`src/design/pwq_pkg.sv`:
```
// ---------------------------------------------------------------------------
// pwq_pkg: shared types and a helper for the priority wait queue lists
// Entry and token layouts for the cell chain, request/result payloads,
// operation codes and the list index wrap.
// ---------------------------------------------------------------------------
package pwq_pkg;

  // default number of waiter entries (cells in the chain)
  localparam int NODES_DEF = 32;
  // number of wait lists
  localparam int LISTS = 8;

  localparam int ITEM_W = 5;
  localparam int LIST_W = 3;
  localparam int PRIO_W = 8;

  typedef enum logic [1:0] {
    OP_INSERT = 2'd0,
    OP_REMOVE = 2'd1,
    OP_FIRST  = 2'd2,
    OP_LAST   = 2'd3
  } op_t;

  // request payload
  typedef struct packed {
    logic [1:0]        opcode;
    logic [LIST_W-1:0] list_sel;
    logic [ITEM_W-1:0] item;
    logic              kind;
    logic [PRIO_W-1:0] prio;
  } req_t;

  // result payload
  typedef struct packed {
    logic [ITEM_W-1:0] item_out;
    logic              found;
  } res_t;

  // one waiter held in a cell
  typedef struct packed {
    logic              valid;
    logic [LIST_W-1:0] list;
    logic [PRIO_W-1:0] key;
    logic              kind;
    logic [ITEM_W-1:0] item;
  } entry_t;

  // operation token walking down the chain
  typedef struct packed {
    logic              valid;
    op_t               op;
    logic              act;      // operation takes effect
    logic              shift;    // edit point passed, cells now shift
    logic [LIST_W-1:0] list;
    entry_t            ent;      // entry to place, or carried displaced entry
    logic              found;
    logic [ITEM_W-1:0] res_item;
  } token_t;

  // list_sel modulo LISTS by repeated subtraction (value is below 8)
  function automatic logic [LIST_W-1:0] list_wrap(input logic [LIST_W-1:0] sel);
    int v;
    v = int'(sel);
    for (int k = 0; k < 8; k++) begin
      if (v >= LISTS) begin
        v = v - LISTS;
      end
    end
    return LIST_W'(v);
  endfunction

endpackage

```
`src/design/priority_wait_queue_lists.sv`:
```
// ---------------------------------------------------------------------------
// priority_wait_queue_lists: priority ordered lock wait lists, shared table
// A start is accepted only while busy is low; the token then passes the launch
// register and every cell register before the done strobe. busy is high
// meanwhile, so one request is in flight; the token steps one cell per cycle.
// Reset empties every list at once; the receiver cannot stall done.
// ---------------------------------------------------------------------------
module priority_wait_queue_lists
  import pwq_pkg::*;
#(
  parameter int NODES = NODES_DEF
) (
  input  logic clk,
  input  logic rst,
  input  logic start,
  input  req_t req,
  output logic busy,
  output logic done,
  output res_t result
);

  entry_t ents [NODES];
  token_t toks [NODES+1];

  pwq_ctrl #(
    .NODES(NODES)
  ) u_ctrl (
    .clk     (clk),
    .rst     (rst),
    .start   (start),
    .req     (req),
    .tok_end (toks[NODES]),
    .busy    (busy),
    .launch  (toks[0]),
    .done    (done),
    .result  (result)
  );

  // chain of entry cells
  for (genvar i = 0; i < NODES; i++) begin : g_cell
    entry_t prev_e;
    entry_t next_e;

    if (i == 0) begin : g_first
      assign prev_e = '0;
    end else begin : g_mid_prev
      assign prev_e = ents[i-1];
    end

    if (i == NODES-1) begin : g_last
      assign next_e = '0;
    end else begin : g_mid_next
      assign next_e = ents[i+1];
    end

    pwq_cell u_cell (
      .clk      (clk),
      .rst      (rst),
      .tok_in   (toks[i]),
      .prev_ent (prev_e),
      .next_ent (next_e),
      .ent      (ents[i]),
      .tok_out  (toks[i+1])
    );
  end

endmodule

```
`src/design/pwq_cell.sv`:
```
// ---------------------------------------------------------------------------
// pwq_cell: one slot of the sorted waiter chain
// Holds one entry. Entries sit packed from cell 0, ordered by list and then
// by list order. The token is processed here and handed to the next cell.
// ---------------------------------------------------------------------------
module pwq_cell
  import pwq_pkg::*;
(
  input  logic   clk,
  input  logic   rst,
  input  token_t tok_in,
  input  entry_t prev_ent,
  input  entry_t next_ent,
  output entry_t ent,
  output token_t tok_out
);

  entry_t ent_next;
  token_t tok_next;
  logic   place;
  logic   hit;
  logic   passes;

  // insert walks past higher keys and equal-key writers
  always_comb begin
    passes = (ent.key > tok_in.ent.key) ||
             ((ent.key == tok_in.ent.key) && ent.kind);
    place  = !ent.valid || (ent.list > tok_in.list) ||
             ((ent.list == tok_in.list) && !passes);
  end

  // unlink targets: named item, head of list, tail of list
  always_comb begin
    hit = 1'b0;
    unique case (tok_in.op)
      OP_INSERT: hit = 1'b0;
      OP_REMOVE: hit = ent.valid && (ent.item == tok_in.ent.item);
      OP_FIRST:  hit = ent.valid && (ent.list == tok_in.list) &&
                       !(prev_ent.valid && (prev_ent.list == tok_in.list));
      OP_LAST:   hit = ent.valid && (ent.list == tok_in.list) &&
                       !(next_ent.valid && (next_ent.list == tok_in.list));
    endcase
  end

  // cell update and token forward
  always_comb begin
    ent_next = ent;
    tok_next = tok_in;
    if (tok_in.valid && tok_in.act) begin
      if (tok_in.op == OP_INSERT) begin
        if (tok_in.shift || place) begin
          ent_next       = tok_in.ent;
          tok_next.ent   = ent;
          tok_next.shift = 1'b1;
        end
      end else begin
        if (tok_in.shift) begin
          ent_next = next_ent;
        end else if (hit) begin
          ent_next          = next_ent;
          tok_next.shift    = 1'b1;
          tok_next.found    = 1'b1;
          tok_next.res_item = ent.item;
        end
      end
    end
  end

  always_ff @(posedge clk) begin
    if (rst) begin
      ent.valid     <= 1'b0;
      tok_out.valid <= 1'b0;
    end else begin
      ent     <= ent_next;
      tok_out <= tok_next;
    end
  end

endmodule

```
`src/design/pwq_ctrl.sv`:
```
// ---------------------------------------------------------------------------
// pwq_ctrl: request intake, membership bits and result register
// Launches one token per request into the chain and reports the result
// when the token leaves the last cell.
// ---------------------------------------------------------------------------
module pwq_ctrl
  import pwq_pkg::*;
#(
  parameter int NODES = NODES_DEF
) (
  input  logic   clk,
  input  logic   rst,
  input  logic   start,
  input  req_t   req,
  input  token_t tok_end,
  output logic   busy,
  output token_t launch,
  output logic   done,
  output res_t   result
);

  localparam int IW = $clog2(NODES);

  logic [NODES-1:0] on_bits;
  logic [IW-1:0]    item_idx;
  logic [IW-1:0]    end_idx;
  logic             in_range;
  logic             accept;
  logic             act;
  logic             is_take;
  op_t              op;
  token_t           launch_next;

  assign accept   = start && !busy;
  assign op       = op_t'(req.opcode);
  assign in_range = 32'(req.item) < NODES;
  assign item_idx = IW'(req.item);
  assign end_idx  = IW'(tok_end.res_item);
  assign is_take  = (op == OP_FIRST) || (op == OP_LAST);

  // does the request take effect
  always_comb begin
    act = 1'b0;
    unique case (op)
      OP_INSERT: act = in_range && !on_bits[item_idx];
      OP_REMOVE: act = in_range && on_bits[item_idx];
      OP_FIRST:  act = 1'b1;
      OP_LAST:   act = 1'b1;
    endcase
  end

  // token built from the request
  always_comb begin
    launch_next.valid     = accept;
    launch_next.op        = op;
    launch_next.act       = act;
    launch_next.shift     = 1'b0;
    launch_next.list      = list_wrap(req.list_sel);
    launch_next.ent.valid = 1'b1;
    launch_next.ent.list  = list_wrap(req.list_sel);
    launch_next.ent.key   = req.prio;
    launch_next.ent.kind  = req.kind;
    launch_next.ent.item  = req.item;
    launch_next.found     = is_take ? 1'b0 : act;
    launch_next.res_item  = is_take ? '0 : req.item;
  end

  always_ff @(posedge clk) begin
    if (rst) begin
      busy         <= 1'b0;
      done         <= 1'b0;
      launch.valid <= 1'b0;
      on_bits      <= '0;
    end else begin
      launch <= launch_next;
      done   <= 1'b0;
      if (accept) begin
        busy <= 1'b1;
        if ((op == OP_INSERT) && act) begin
          on_bits[item_idx] <= 1'b1;
        end
        if ((op == OP_REMOVE) && act) begin
          on_bits[item_idx] <= 1'b0;
        end
      end
      // token leaves the chain: report and retire
      if (tok_end.valid) begin
        busy            <= 1'b0;
        done            <= 1'b1;
        result.item_out <= tok_end.res_item;
        result.found    <= tok_end.found;
        if ((tok_end.op == OP_FIRST || tok_end.op == OP_LAST) && tok_end.found) begin
          on_bits[end_idx] <= 1'b0;
        end
      end
    end
  end

endmodule
```
`config.mk`:
```
export PLATFORM = sky130hd
export DESIGN_NAME = priority_wait_queue_lists
export DESIGN_NICKNAME = d
export VERILOG_FILES = /design/src/design/pwq_pkg.sv /design/src/design/priority_wait_queue_lists.sv /design/src/design/pwq_cell.sv /design/src/design/pwq_ctrl.sv
export SDC_FILE = /design/constraint.sdc
export NUM_CORES = 2
export LEC_CHECK = 0
export ABC_AREA = 1
export BUFFER_PORTS_ARGS = -buffer_cell sky130_fd_sc_hd__buf_4
export CAP_MARGIN = 20
export CORE_ASPECT_RATIO = 1.5
export CORE_MARGIN = 1
export CORE_UTILIZATION = 45
export DETAILED_ROUTE_END_ITERATION = 16
export SKIP_CTS_REPAIR_TIMING = 1
export SLEW_MARGIN = 40
export SYNTH_ARGS = -nofsm -noshare
export SYNTH_HDL_FRONTEND = slang
export SYNTH_SLANG_ARGS = --single-unit
```
`constraint.sdc`:
```
create_clock -name clk -period 33.8 [get_ports clk]
set_input_delay 6.76 -clock clk [delete_from_list [all_inputs] [get_ports clk]]
set_output_delay 6.76 -clock clk [all_outputs]
set_load 0.02 [all_outputs]
```
==> qor.txt <==
Total die area -> 185,000 sq um
Combinational cell fraction of total power -> 5.3%
Number of H-tree branching levels -> 4
TritonCTS clock tree -> yes
Number of enable flip-flop cells after synthesis -> 1,544
Crit path DAT -> 9890 ps
Relative contribution of the clock network to total power -> 42.1%
Final-layout fill cell count -> 16,800
Global-route total usage across every layer -> 24.3%
Die Ht -> 526 um
Sum of net half-perimeters after detailed placement -> 169,000 um
Total Routed Length -> 226,000 um
Detail Route Antenna Nets -> 0
Post-synth top flop -> edfxtp_1
Metal3 WL -> 9360 um
Inserted Clock Buffers -> 172
Number of violations reported at the end of detailed-routing iteration 0 -> 4,741
Fraction of registers with async set/reset -> 0%
Total power after layout -> 0.00452 W
Latest clock arrival within the worst-skew pair -> 840 ps
Topmost layer with routed signal wires -> met4
Maximum clock skew at final layout -> 53.0 ps
Yosys warns -> 0
Post-Place Cell Area -> 85,400 sq um
DRC -> 0
Net switching component of the power -> 0.00105 W
Number of synthesized register bits -> 1,643
Post-synthesis cell count -> 8,883
Global-route wire length before repair -> 344,000 um
Io pins -> 30
Worst slew slack as a fraction of its limit -> 43.6%
Maximum number of buffers from clock root to sink -> 4
Clock-pin slew of the registers on the worst-case setup and hold paths -> 60 ps
Via count -> 60,100
Number of hold violations in the final report -> 0
Worst Hold Slack -> 387 ps
Final design area excluding fillers -> 90,900 sq um
Maximum number of pins on one net before global-route repair -> 149
VDD IR-drop max -> 0.0361 mV
Most common library cell in the layout ignoring fill and taps -> nand2_1
Sequential share of power -> 52.6%
Net switching share of the total power -> 23.2%
Root buf cell -> clkbuf_16
Post-DR wirelength/cell -> 19.7 um
End-of-flow core utilization -> 49.9%
Routed length on met1 -> 86,500 um
Leak pwr -> 38.8 nW
Total standard cell area after synthesis -> 82,400 sq um
Run status -> complete, no violations
CP Launch Type -> input port
FP Rows -> 192
Length of the first detailed-routing pass in iterations -> 6
Category of the critical setup timing path -> input port to register
Initial antenna violation count -> 8
Path type of the worst min-delay path -> register to register
Max-cap viol count -> 0
Internal portion of total power -> 0.00347 W
Number of buffers added on ports -> 29
Data required time of the critical path -> 34,250 ps
Tcrit/Tclk final -> 27.9%
Die width -> 351 um
Met2 routed WL -> 117,000 um
Total power per unit cell area -> 49.7 nW/um^2
Highest attainable clock frequency -> 0.106 GHz
Initial cell density of the core -> 45.2%
Gr ovfl total -> 0
Synthesized net count -> 9,257
CP Max Fanout -> 148
Transition time at the pin with the least slew margin -> 846 ps
Detailed-route vias per instance -> 5.24
Seq/Total Area, Yosys -> 58.7%
Total Negative Setup Slacks -> 0 ps
Share of post-route cells with drive strength above 1 -> 4.94%
Critical path endpoint category -> register
Final weighted congestion in routability-driven placement -> 0.921
Layout Area Growth over Synthesis -> 10.3%
Number of slew-limit violations in the final report -> 0
Final number of setup-violating endpoints -> 0
Most frequent cells in the layout -> nand2_1 (2,390), edfxtp_1 (1,544), o21ai_0 (1,433)
RSZ-0062 raised after global routing -> false
Placeable Area -> 182,000 sq um
Sinks on the clock net -> 1,643
Nets@finish -> 9,270
Minimum clock period -> 9450 ps
Mean instance size in the synthesized netlist -> 9.28 sq um
Yosys cell types -> 37
Vias in the first global route -> 58,500
kinds of logic after synthesis:
| logic type | count (synthesis) | share of synthesized area (%) |
|---|---|---|
| buffers and inverters | 1534 | 7.09 |
| multiplexers | 1 | 0.0137 |
| XOR/XNOR | 101 | 1.07 |
| AO/OA/AOI/OAI | 1774 | 11.0 |
| adder cells (fa/ha/maj) | 352 | 5.35 |
| flip-flops | 1643 | 58.7 |
| AND/OR/NAND/NOR | 3478 | 16.8 |
power by group through the flow:
stage	Sequential (W)	Clock (W)	Combinational, W
floorplan	0.00242	0	0.000168
global placement	0.00242	0	0.000230
detailed placement	0.00242	0	0.000238
CTS	0.00238	0.00194	0.000239
global route	0.00238	0.00200	0.000273
finish	0.00238	0.00190	0.000238
per-stage QoR:
| step | setup slack [ps] | std cells |
|---|---|---|
| finish | 24350 | 11500 |
| global route | 24240 | 11500 |
| CTS | 24350 | 11500 |
| detailed placement | 23490 | 11100 |
| global placement | 23600 | 11100 |
| floorplan | 13530 | 8883 |
area by class of cell:
| class | count | area (sq um) | area share, % |
|---|---|---|---|
| repair buffers | 112 | 930 | 1.02 |
| flip-flops and latches | 1643 | 48300 | 53.2 |
| inverters | 1261 | 4740 | 5.22 |
| clock inverters | 96 | 923 | 1.02 |
| well taps | 2425 | 3030 | 3.34 |
| diodes | 1 | 2.50 | 0.00275 |
| multi-input cells | 5706 | 28300 | 31.2 |
| clock buffers | 211 | 4580 | 5.04 |
critical path, stage by stage:
cell    delay [ps]
buf_4          200
inv_8          410
buf_12         460
buf_16         360
buf_12         670
buf_4          750
path summary, 6_finish.rpt:
kind	from	slack (ps)	end	depth (start not counted)
hold / removal	g_cell[20].u_cell.tok_out[31]	390	g_cell[21].u_cell.tok_out[31]	2
setup / recovery	rst	24350	g_cell[1].u_cell.tok_out[16]	6
hold reg to reg	g_cell[20].u_cell.tok_out[31]	390	g_cell[21].u_cell.tok_out[31]	2
setup reg to reg	g_cell[2].u_cell.tok_out[26]	30540	g_cell[3].u_cell.tok_out[21]	8
per-layer routing:
layer / up-vias / global-route usage [%]
li1: 29500 / -
met1: 28400 / 28.2
met2: 1632 / 44.0
met3: 493 / 2.34
met4: 0 / 12.9
met5: - / 0
registers in the layout (all words and copies together), names as in the netlist:
name and cells:
g_cell.u_cell.ent 576, g_cell.u_cell.tok_out 1000, u_ctrl.busy 1, u_ctrl.done 1, u_ctrl.launch 27, u_ctrl.on_bits 32, u_ctrl.result 6
cell usage after synthesis, types with 4 or more instances:
| master | number | area [sq um] |
|---|---|---|
| nand2_1 | 2390 | 8970 |
| edfxtp_1 | 1544 | 46400 |
| o21ai_0 | 1434 | 7180 |
| inv_1 | 1258 | 4720 |
| nor2_1 | 713 | 2680 |
| ha_1 | 352 | 4400 |
| a21oi_1 | 252 | 1260 |
| clkbuf_1 | 223 | 837 |
| nand3_1 | 165 | 826 |
| dfxtp_1 | 99 | 1980 |
| nor3_1 | 66 | 330 |
| xor2_1 | 64 | 561 |
| nand3b_1 | 44 | 330 |
| buf_2 | 39 | 195 |
| xnor2_1 | 37 | 324 |
| and3_1 | 31 | 194 |
| nand3_2 | 31 | 310 |
| o21a_1 | 31 | 233 |
| nand4_1 | 30 | 188 |
| o22ai_1 | 29 | 181 |
| a31oi_1 | 9 | 56.3 |
| o21ai_1 | 9 | 45.0 |
| nor2_2 | 5 | 31.3 |
| a22oi_1 | 4 | 30.0 |
| buf_1 | 4 | 15.0 |
No activity file was read; power rests on OpenSTA's default activity.
